--- config.mk ---
export PLATFORM = sky130hd
export DESIGN_NAME = cscan_disk_scheduler_core
export DESIGN_NICKNAME = d
export VERILOG_FILES = /design/src/sv/cscan_pkg.sv /design/src/sv/cscan_disk_scheduler_core.sv
export SDC_FILE = /design/constraint.sdc
export NUM_CORES = 1
export LEC_CHECK = 0
export ABC_AREA = 1
export BUFFER_PORTS_ARGS = -buffer_cell sky130_fd_sc_hd__buf_4
export CORE_AREA = 2 2 265 267
export DETAILED_ROUTE_END_ITERATION = 10
export DIE_AREA = 0 0 267 269
export SLEW_MARGIN = 15
export SYNTH_ARGS = -nofsm -noshare
export SYNTH_HDL_FRONTEND = slang
export SYNTH_SLANG_ARGS = --single-unit
--- constraint.sdc ---
create_clock -name clk -period 3.75 [get_ports clk]
set_clock_uncertainty 0.1 [all_clocks]
set_input_delay 0.75 -clock clk [delete_from_list [all_inputs] [get_ports clk]]
set_output_delay 0.75 -clock clk [all_outputs]
set_load 0.05 [all_outputs]
--- src/sv/cscan_pkg.sv ---
// ============================================================================
// C-SCAN disk scheduler package
// Word types, register indexes, constants and sequencer states.
// ============================================================================
package cscan_pkg;

    // Default batch capacity of the request store.
    localparam int MAX_REQUESTS_DEF = 16;

    // Field widths.
    localparam int CYL_W  = 16;
    localparam int MOVE_W = 24;
    localparam int CFG_IDX_W = 2;

    // Saturation limit of the movement total.
    localparam logic [MOVE_W-1:0] MOVE_MAX = {MOVE_W{1'b1}};

    // Configuration register indexes.
    localparam logic [CFG_IDX_W-1:0] REG_DISK_SIZE  = 2'd0;
    localparam logic [CFG_IDX_W-1:0] REG_HEAD_START = 2'd1;
    localparam logic [CFG_IDX_W-1:0] REG_SWEEP_LEFT = 2'd2;

    // Configuration reset values.
    localparam logic [CYL_W-1:0] DISK_SIZE_RST  = 16'd200;
    localparam logic [CYL_W-1:0] HEAD_START_RST = 16'd50;
    localparam logic             SWEEP_LEFT_RST = 1'b0;

    // One request word.
    typedef struct packed {
        logic [CYL_W-1:0] request_cylinder;
        logic             batch_end;
    } req_word_t;

    // One result word.
    typedef struct packed {
        logic [CYL_W-1:0]  served_cylinder;
        logic [MOVE_W-1:0] movement_so_far;
        logic              final_served;
    } rsp_word_t;

    // Sequencer states.
    typedef enum logic [3:0] {
        ST_IDLE,
        ST_INS_CHK,
        ST_INS_CMP,
        ST_START,
        ST_SPLIT_CHK,
        ST_SPLIT_CMP,
        ST_SRV_RD,
        ST_SRV_DIST,
        ST_SRV_ADD,
        ST_SRV_EMIT,
        ST_EDGE_DIST,
        ST_EDGE_ADD
    } state_t;

endpackage

--- src/sv/cscan_disk_scheduler_core.sv ---
// Loading: a word is taken in the idle state; insertion into the sorted store then
// reads each larger entry and shifts it up one place before the word is written in.
// Scheduling: a setup step, a split search comparing entries with the head, then
// read, distance, add and emit steps per result, an edge move, and a check at the end
// of each sweep direction; emit waits on rsp_stall. req_stall is high outside ST_IDLE.
// Reset clears control, counters and configuration; store contents are undefined.
// ============================================================================
// C-SCAN disk scheduler core
// Keeps a sorted batch of cylinder requests and serves it in C-SCAN order
// through one shared absolute-distance and saturating-add unit.
// ============================================================================
module cscan_disk_scheduler_core #(
    parameter int MAX_REQUESTS = cscan_pkg::MAX_REQUESTS_DEF
) (
    input  logic                                clk,
    input  logic                                rst_n,
    input  logic                                cfg_we,
    input  logic [cscan_pkg::CFG_IDX_W-1:0]     cfg_index,
    input  logic [cscan_pkg::CYL_W-1:0]         cfg_wdata,
    input  logic                                req_valid,
    output logic                                req_stall,
    input  cscan_pkg::req_word_t                req_word,
    output logic                                rsp_valid,
    input  logic                                rsp_stall,
    output cscan_pkg::rsp_word_t                rsp_word
);

    localparam int CNT_W = $clog2(MAX_REQUESTS + 1);
    localparam int IDX_W = (MAX_REQUESTS > 1) ? $clog2(MAX_REQUESTS) : 1;
    localparam int CYL_W = cscan_pkg::CYL_W;
    localparam int MOVE_W = cscan_pkg::MOVE_W;
    localparam logic [CNT_W-1:0] CNT_MAX = CNT_W'(MAX_REQUESTS);

    // Configuration registers.
    logic [CYL_W-1:0] disk_size_reg;
    logic [CYL_W-1:0] head_start_reg;
    logic             sweep_left_reg;

    // Request store.
    logic [CYL_W-1:0] store_mem [MAX_REQUESTS];
    logic [CYL_W-1:0] rdata_reg;
    logic [IDX_W-1:0] rd_addr;
    logic             wr_en;
    logic [IDX_W-1:0] wr_addr;
    logic [CYL_W-1:0] wr_data;

    // Sequencer and datapath registers.
    cscan_pkg::state_t state_reg, state_next;
    logic [CNT_W-1:0]  count_reg, count_next;
    logic [CNT_W-1:0]  ins_pos_reg, ins_pos_next;
    logic [CYL_W-1:0]  new_cyl_reg, new_cyl_next;
    logic              last_reg, last_next;
    logic [CNT_W-1:0]  ptr_reg, ptr_next;
    logic [CNT_W-1:0]  bound_reg, bound_next;
    logic [CNT_W-1:0]  split_reg, split_next;
    logic [CNT_W-1:0]  remain_reg, remain_next;
    logic              phase_reg, phase_next;
    logic [CYL_W-1:0]  head_reg, head_next;
    logic [CYL_W-1:0]  dist_reg, dist_next;
    logic [CYL_W-1:0]  cyl_reg, cyl_next;
    logic [MOVE_W-1:0] move_reg, move_next;
    logic              rsp_valid_reg, rsp_valid_next;
    cscan_pkg::rsp_word_t rsp_word_reg, rsp_word_next;

    // Shared travel unit: absolute distance and saturating accumulate.
    logic [CYL_W-1:0]  trav_target;
    logic [CYL_W-1:0]  trav_dist;
    logic [MOVE_W:0]   trav_sum;
    logic [MOVE_W-1:0] trav_move;
    logic              rsp_load;

    assign trav_dist = (trav_target > head_reg) ? (trav_target - head_reg)
                                                : (head_reg - trav_target);
    assign trav_sum  = {1'b0, move_reg} + {{(MOVE_W + 1 - CYL_W){1'b0}}, dist_reg};
    assign trav_move = trav_sum[MOVE_W] ? cscan_pkg::MOVE_MAX : trav_sum[MOVE_W-1:0];

    assign rsp_load  = (state_reg == cscan_pkg::ST_SRV_EMIT) && (!rsp_valid_reg || !rsp_stall);
    assign req_stall = (state_reg != cscan_pkg::ST_IDLE);
    assign rsp_valid = rsp_valid_reg;
    assign rsp_word  = rsp_word_reg;

    // Configuration writes.
    always_ff @(posedge clk or negedge rst_n)
    begin
        if (!rst_n)
        begin
            disk_size_reg  <= cscan_pkg::DISK_SIZE_RST;
            head_start_reg <= cscan_pkg::HEAD_START_RST;
            sweep_left_reg <= cscan_pkg::SWEEP_LEFT_RST;
        end
        else if (cfg_we)
        begin
            case (cfg_index)
                cscan_pkg::REG_DISK_SIZE:  disk_size_reg  <= cfg_wdata;
                cscan_pkg::REG_HEAD_START: head_start_reg <= cfg_wdata;
                cscan_pkg::REG_SWEEP_LEFT: sweep_left_reg <= cfg_wdata[0];
                default: ;
            endcase
        end
    end

    // Store: one write port, one registered read port.
    always_ff @(posedge clk)
    begin
        if (wr_en)
        begin
            store_mem[wr_addr] <= wr_data;
        end
        rdata_reg <= store_mem[rd_addr];
    end

    // State register.
    always_ff @(posedge clk or negedge rst_n)
    begin
        if (!rst_n)
        begin
            state_reg <= cscan_pkg::ST_IDLE;
        end
        else
        begin
            state_reg <= state_next;
        end
    end

    // Control counters and output valid.
    always_ff @(posedge clk or negedge rst_n)
    begin
        if (!rst_n)
        begin
            count_reg     <= '0;
            ptr_reg       <= '0;
            bound_reg     <= '0;
            split_reg     <= '0;
            remain_reg    <= '0;
            phase_reg     <= 1'b0;
            ins_pos_reg   <= '0;
            last_reg      <= 1'b0;
            rsp_valid_reg <= 1'b0;
        end
        else
        begin
            count_reg     <= count_next;
            ptr_reg       <= ptr_next;
            bound_reg     <= bound_next;
            split_reg     <= split_next;
            remain_reg    <= remain_next;
            phase_reg     <= phase_next;
            ins_pos_reg   <= ins_pos_next;
            last_reg      <= last_next;
            rsp_valid_reg <= rsp_valid_next;
        end
    end

    // Payload registers.
    always_ff @(posedge clk)
    begin
        new_cyl_reg  <= new_cyl_next;
        head_reg     <= head_next;
        dist_reg     <= dist_next;
        cyl_reg      <= cyl_next;
        move_reg     <= move_next;
        rsp_word_reg <= rsp_word_next;
    end

    // Sequencer: next state, store access and datapath updates.
    always_comb
    begin
        state_next     = state_reg;
        count_next     = count_reg;
        ins_pos_next   = ins_pos_reg;
        new_cyl_next   = new_cyl_reg;
        last_next      = last_reg;
        ptr_next       = ptr_reg;
        bound_next     = bound_reg;
        split_next     = split_reg;
        remain_next    = remain_reg;
        phase_next     = phase_reg;
        head_next      = head_reg;
        dist_next      = dist_reg;
        cyl_next       = cyl_reg;
        move_next      = move_reg;
        rsp_word_next  = rsp_word_reg;
        rsp_valid_next = rsp_valid_reg;
        rd_addr        = '0;
        wr_en          = 1'b0;
        wr_addr        = ins_pos_reg[IDX_W-1:0];
        wr_data        = new_cyl_reg;
        trav_target    = rdata_reg;

        // The output register empties when its word is taken.
        if (rsp_valid_reg && !rsp_stall)
        begin
            rsp_valid_next = 1'b0;
        end

        case (state_reg)
            cscan_pkg::ST_IDLE:
            begin
                if (req_valid)
                begin
                    new_cyl_next = req_word.request_cylinder;
                    last_next    = req_word.batch_end;
                    ins_pos_next = count_reg;
                    if (count_reg < CNT_MAX)
                    begin
                        state_next = cscan_pkg::ST_INS_CHK;
                    end
                    else if (req_word.batch_end)
                    begin
                        state_next = cscan_pkg::ST_START;
                    end
                end
            end

            // Insertion: shift larger entries up one place, then drop the word in.
            cscan_pkg::ST_INS_CHK:
            begin
                if (ins_pos_reg == '0)
                begin
                    wr_en      = 1'b1;
                    count_next = count_reg + 1'b1;
                    state_next = last_reg ? cscan_pkg::ST_START : cscan_pkg::ST_IDLE;
                end
                else
                begin
                    rd_addr    = IDX_W'(ins_pos_reg - 1'b1);
                    state_next = cscan_pkg::ST_INS_CMP;
                end
            end

            cscan_pkg::ST_INS_CMP:
            begin
                wr_en = 1'b1;
                if (rdata_reg > new_cyl_reg)
                begin
                    wr_data      = rdata_reg;
                    ins_pos_next = ins_pos_reg - 1'b1;
                    state_next   = cscan_pkg::ST_INS_CHK;
                end
                else
                begin
                    count_next = count_reg + 1'b1;
                    state_next = last_reg ? cscan_pkg::ST_START : cscan_pkg::ST_IDLE;
                end
            end

            // Batch setup from the configuration.
            cscan_pkg::ST_START:
            begin
                head_next   = head_start_reg;
                move_next   = '0;
                ptr_next    = '0;
                remain_next = count_reg;
                state_next  = cscan_pkg::ST_SPLIT_CHK;
            end

            // Split search: first entry at or above the head.
            cscan_pkg::ST_SPLIT_CHK:
            begin
                if (ptr_reg == count_reg)
                begin
                    split_next = ptr_reg;
                    phase_next = 1'b0;
                    bound_next = sweep_left_reg ? '0 : count_reg;
                    state_next = cscan_pkg::ST_SRV_RD;
                end
                else
                begin
                    rd_addr    = ptr_reg[IDX_W-1:0];
                    state_next = cscan_pkg::ST_SPLIT_CMP;
                end
            end

            cscan_pkg::ST_SPLIT_CMP:
            begin
                if (rdata_reg < head_reg)
                begin
                    ptr_next   = ptr_reg + 1'b1;
                    state_next = cscan_pkg::ST_SPLIT_CHK;
                end
                else
                begin
                    split_next = ptr_reg;
                    phase_next = 1'b0;
                    bound_next = sweep_left_reg ? '0 : count_reg;
                    state_next = cscan_pkg::ST_SRV_RD;
                end
            end

            // Sweep: read the next entry of the current phase.
            cscan_pkg::ST_SRV_RD:
            begin
                if (ptr_reg == bound_reg)
                begin
                    if (!phase_reg)
                    begin
                        state_next = cscan_pkg::ST_EDGE_DIST;
                    end
                    else
                    begin
                        count_next = '0;
                        state_next = cscan_pkg::ST_IDLE;
                    end
                end
                else if (sweep_left_reg)
                begin
                    rd_addr    = IDX_W'(ptr_reg - 1'b1);
                    ptr_next   = ptr_reg - 1'b1;
                    state_next = cscan_pkg::ST_SRV_DIST;
                end
                else
                begin
                    rd_addr    = ptr_reg[IDX_W-1:0];
                    ptr_next   = ptr_reg + 1'b1;
                    state_next = cscan_pkg::ST_SRV_DIST;
                end
            end

            cscan_pkg::ST_SRV_DIST:
            begin
                dist_next  = trav_dist;
                head_next  = rdata_reg;
                cyl_next   = rdata_reg;
                state_next = cscan_pkg::ST_SRV_ADD;
            end

            cscan_pkg::ST_SRV_ADD:
            begin
                move_next  = trav_move;
                state_next = cscan_pkg::ST_SRV_EMIT;
            end

            cscan_pkg::ST_SRV_EMIT:
            begin
                if (rsp_load)
                begin
                    rsp_word_next.served_cylinder = cyl_reg;
                    rsp_word_next.movement_so_far = move_reg;
                    rsp_word_next.final_served    = (remain_reg == CNT_W'(1));
                    rsp_valid_next = 1'b1;
                    remain_next    = remain_reg - 1'b1;
                    state_next     = cscan_pkg::ST_SRV_RD;
                end
            end

            // Edge move to the disk end, then jump to the far side.
            cscan_pkg::ST_EDGE_DIST:
            begin
                trav_target = sweep_left_reg ? '0 : disk_size_reg;
                dist_next   = trav_dist;
                state_next  = cscan_pkg::ST_EDGE_ADD;
            end

            cscan_pkg::ST_EDGE_ADD:
            begin
                move_next  = trav_move;
                head_next  = sweep_left_reg ? disk_size_reg : '0;
                phase_next = 1'b1;
                ptr_next   = sweep_left_reg ? count_reg : '0;
                bound_next = split_reg;
                state_next = cscan_pkg::ST_SRV_RD;
            end

            default:
            begin
                state_next = cscan_pkg::ST_IDLE;
            end
        endcase
    end

endmodule

==> results.sh <==
export IMPL_final_layout_size_suffix_gt1_share_pct=11.2
export IMPL_synth_area_leaders="edfxtp_1, inv_1, nand2_1"
export IMPL_viasPerCell=4.96
export IMPL_synthArstFlopShare_pct=14.9
export IMPL_max_stage_delay_ns=0.41
export IMPL_synth_simple_area_share_pct=19.4
export IMPL_cts_tree="built"
export IMPL_wl_um=66700
export IMPL_cts_root_buffer="clkbuf_16"
export IMPL_syn_to_final_growth_pct=15.5
export IMPL_top_layer="met5"
export IMPL_drv_slew=0
export IMPL_synth_area_um2=24000
export IMPL_start_util_pct=34.6
export IMPL_maxSlewHeadroom_pct=35.6
export IMPL_wl_met3_um=4300
export IMPL_dp_cells=3528
export IMPL_cp_slowest_cell="dfrtp_1"
export IMPL_p_switching_w=0.00855
export IMPL_max_vdd_ir_drop_mv=0.503
export IMPL_hold_buffers=0
export IMPL_io_pins=83
export IMPL_cp_arrival_ns=3.69
export IMPL_io_buffers=82
export IMPL_grt_pass1_wl_um=101000
export IMPL_fin_hold_ws_ns=0.149
export IMPL_clkSlewWorstSetupHoldPaths_ns=0.06
export IMPL_ys_warn_count=0
export IMPL_fp_dieArea_um2=71800
export IMPL_status="finished, final reports clean"
export IMPL_cp_cell_sequence="inv_2, nand2_1, nor2_4, buf_12, o21ai_0, o21ai_0, inv_1, ha_1, nand2_1, o21ai_0, a21boi_0, buf_4, o21ai_0, a21oi_1, xor2_1, nand2_1, nand2_1"
export IMPL_ys_top_cells_by_count="inv_1, nand2_1, edfxtp_1"
export IMPL_synth_most_common_cell="inv_1"
export IMPL_antennaDiodeCount=0
export IMPL_synth_compound_area_share_pct=7.24
export IMPL_synthXorXnorAreaFrac_pct=1.71
export IMPL_p_clk_share_pct=23.3
export IMPL_setup_violations=0
export IMPL_hold_class="input port to asynchronous set/reset pin"
export IMPL_wl_met1_um=29300
export IMPL_period_share_pct=91.5
export IMPL_place_hpwl_um=44800
export IMPL_dominantRegCellSynth="edfxtp_1"
export IMPL_critPathLaunchType="flop"
export IMPL_met2_wirelength_um=31200
export IMPL_place_area_um2=26100
export IMPL_antenna_found_initial=3
export IMPL_clk_latency_ns=0.62
export IMPL_core_area_um2=69300
export IMPL_leakage_nw=12.1
export IMPL_worstMarginPinSlew_ns=0.965
export IMPL_ys_types=51
export IMPL_yosysSeqAreaShare_pct=56.8
export IMPL_p_per_area_nw_per_um2=762
export IMPL_max_clock_freq_ghz=0.292
export IMPL_crit_buf_inv=4
export IMPL_maxCapViolCount=0
export IMPL_sw_frac_of_total_pct=40.5
export IMPL_clkSinkCount=471
export IMPL_rows=97
export IMPL_die_w_um=267
export IMPL_total_power_w=0.0211
export IMPL_p_int_w=0.0126
export IMPL_grt_start_max_net_pins=129
export IMPL_synth_top_family_by_area="simple AND/OR/NAND/NOR gates"
export IMPL_synth_edf_count=385
export IMPL_die_h_um=269
export IMPL_worst_setup_path_end_kind="flop"
export IMPL_grt_pass1_vias=17200
export IMPL_final_antenna_net_count=0
export IMPL_vias=18000
export IMPL_drcViolationCount=0
export IMPL_synthMuxAreaShare_pct=0
export IMPL_setup_tns_ns=0
export IMPL_cts_buffer_depth=3
export IMPL_gp_congestion=0.965
export IMPL_drtPass1Iterations=5
export IMPL_seq_power_share_pct=35.2
export IMPL_htree_levels=2
export IMPL_ys_ff_latch=471
export IMPL_criticalPathCategory="flop to flop"
export IMPL_wl_per_cell_um=18.4
export IMPL_syn_inst=2538
export IMPL_syn_nets=2671
export IMPL_design_area_um2=27700
export IMPL_synth_top_cell_area_share_pct=48.2
export IMPL_fin_crit_ns=3.43
export IMPL_path_delay_family="compound AO/OA/AOI/OAI gates"
export IMPL_cts_buffers=51
export IMPL_cp_max_fo=33
export IMPL_combPwrFrac_pct=41.5
export IMPL_worstPathRequired_ns=4.01
export IMPL_rsz0062_at_grt="no"
export IMPL_num_nets_final=2776
export IMPL_grt_ovfl_total=0
export IMPL_drt_iter0_markers=1484
export IMPL_largest_reg_flops=256
export IMPL_fin_cells=3624
export IMPL_track_usage_pct=18.5
export IMPL_yosysTopAreaCell="edfxtp_1"
export IMPL_hold_viol_final=0
export IMPL_syn_area_per_cell_um2=9.46
export IMPL_synthAdderAreaFrac_pct=4.94
## cells by family (layout without fill, tap and decap cells)
family / Yosys count / in the layout
buffers and inverters: 594 / 739
adder cells (fa/ha/maj): 93 / 93
flip-flops: 471 / 471
AO/OA/AOI/OAI: 314 / 314
XOR/XNOR: 47 / 47
AND/OR/NAND/NOR: 1019 / 1020
## cell type report
cell class                 instances  area (µm²)
fill                            6846       41600
sequential                       471       13600
multi-input combinational       1474        8100
inverter                         477        1790
clock buffer                      74        1410
timing repair buffer             168        1390
tap                              940        1180
clock inverter                    20         215
## metal layers
layer / vias to the layer above / global-route usage (%)
met4: 2 / 6.27
li1: 8745 / -
met5: - / 0
met3: 106 / 2.93
met2: 570 / 30.5
met1: 8552 / 25.0
## stage by stage
stage               util [%]  setup WS (ns)
floorplan                  -          0.394
global placement        37.6          0.159
detailed placement      37.6          0.123
CTS                     40.0         0.0991
global route            40.0         0.0298
finish                  40.0          0.320
## power by group through the flow
stage | clock, W | sequential [W] | combinational [W]
CTS | 0.00505 | 0.00742 | 0.00872
global placement | 0 | 0.00752 | 0.00865
finish | 0.00492 | 0.00743 | 0.00877
detailed placement | 0 | 0.00752 | 0.00868
global route | 0.00524 | 0.00748 | 0.00982
floorplan | 0 | 0.00732 | 0.00585
## timing repair
item,4_1_cts,5_1_grt
endpoints found under the setup margin,0,15
setup buffers,0,1
gates resized for setup,0,7
## placed cells by master (no fill, tap or decap), drive strengths merged, types with 3 or more instances in the layout
cell type,n
o2111ai,3
fa,3
nor4,3
bufinv,3
o221ai,17
o211ai,6
nand3,284
ha,90
a21oi,82
a31oi,5
o21ai,177
xnor2,13
and2,4
edfxtp,385
a22o,3
nor2,113
nor3,19
nand2,457
dfxtp,16
a21o,6
dfstp,6
nand4,136
dfrtp,64
buf,168
a21boi,3
clkinv,14
xor2,34
o21bai,4
clkbuf,74
inv,478
## worst paths after layout
path                                          startpoint                   endpoint  slack [ns]  cells after the start
worst min register to register      cyl_reg[1]$_DFFE_PP_     rsp_word[26]$_DFFE_PP_        0.32                      0
worst max register to register  state_reg[0]$_DFFE_PN0P_     dist_reg[13]$_DFFE_PP_        0.32                     17
max in group asynchronous                          rst_n   split_reg[4]$_DFFE_PN0P_        2.73                      1
worst max-delay path            state_reg[0]$_DFFE_PN0P_     dist_reg[13]$_DFFE_PP_        0.32                     17
worst min-delay path                               rst_n        rsp_valid$_DFF_PN0_        0.15                      1
min in group clk                            req_word[15]  new_cyl_reg[14]$_DFFE_PP_        0.22                      1
Note: power is estimated with default switching activity, not from simulation.
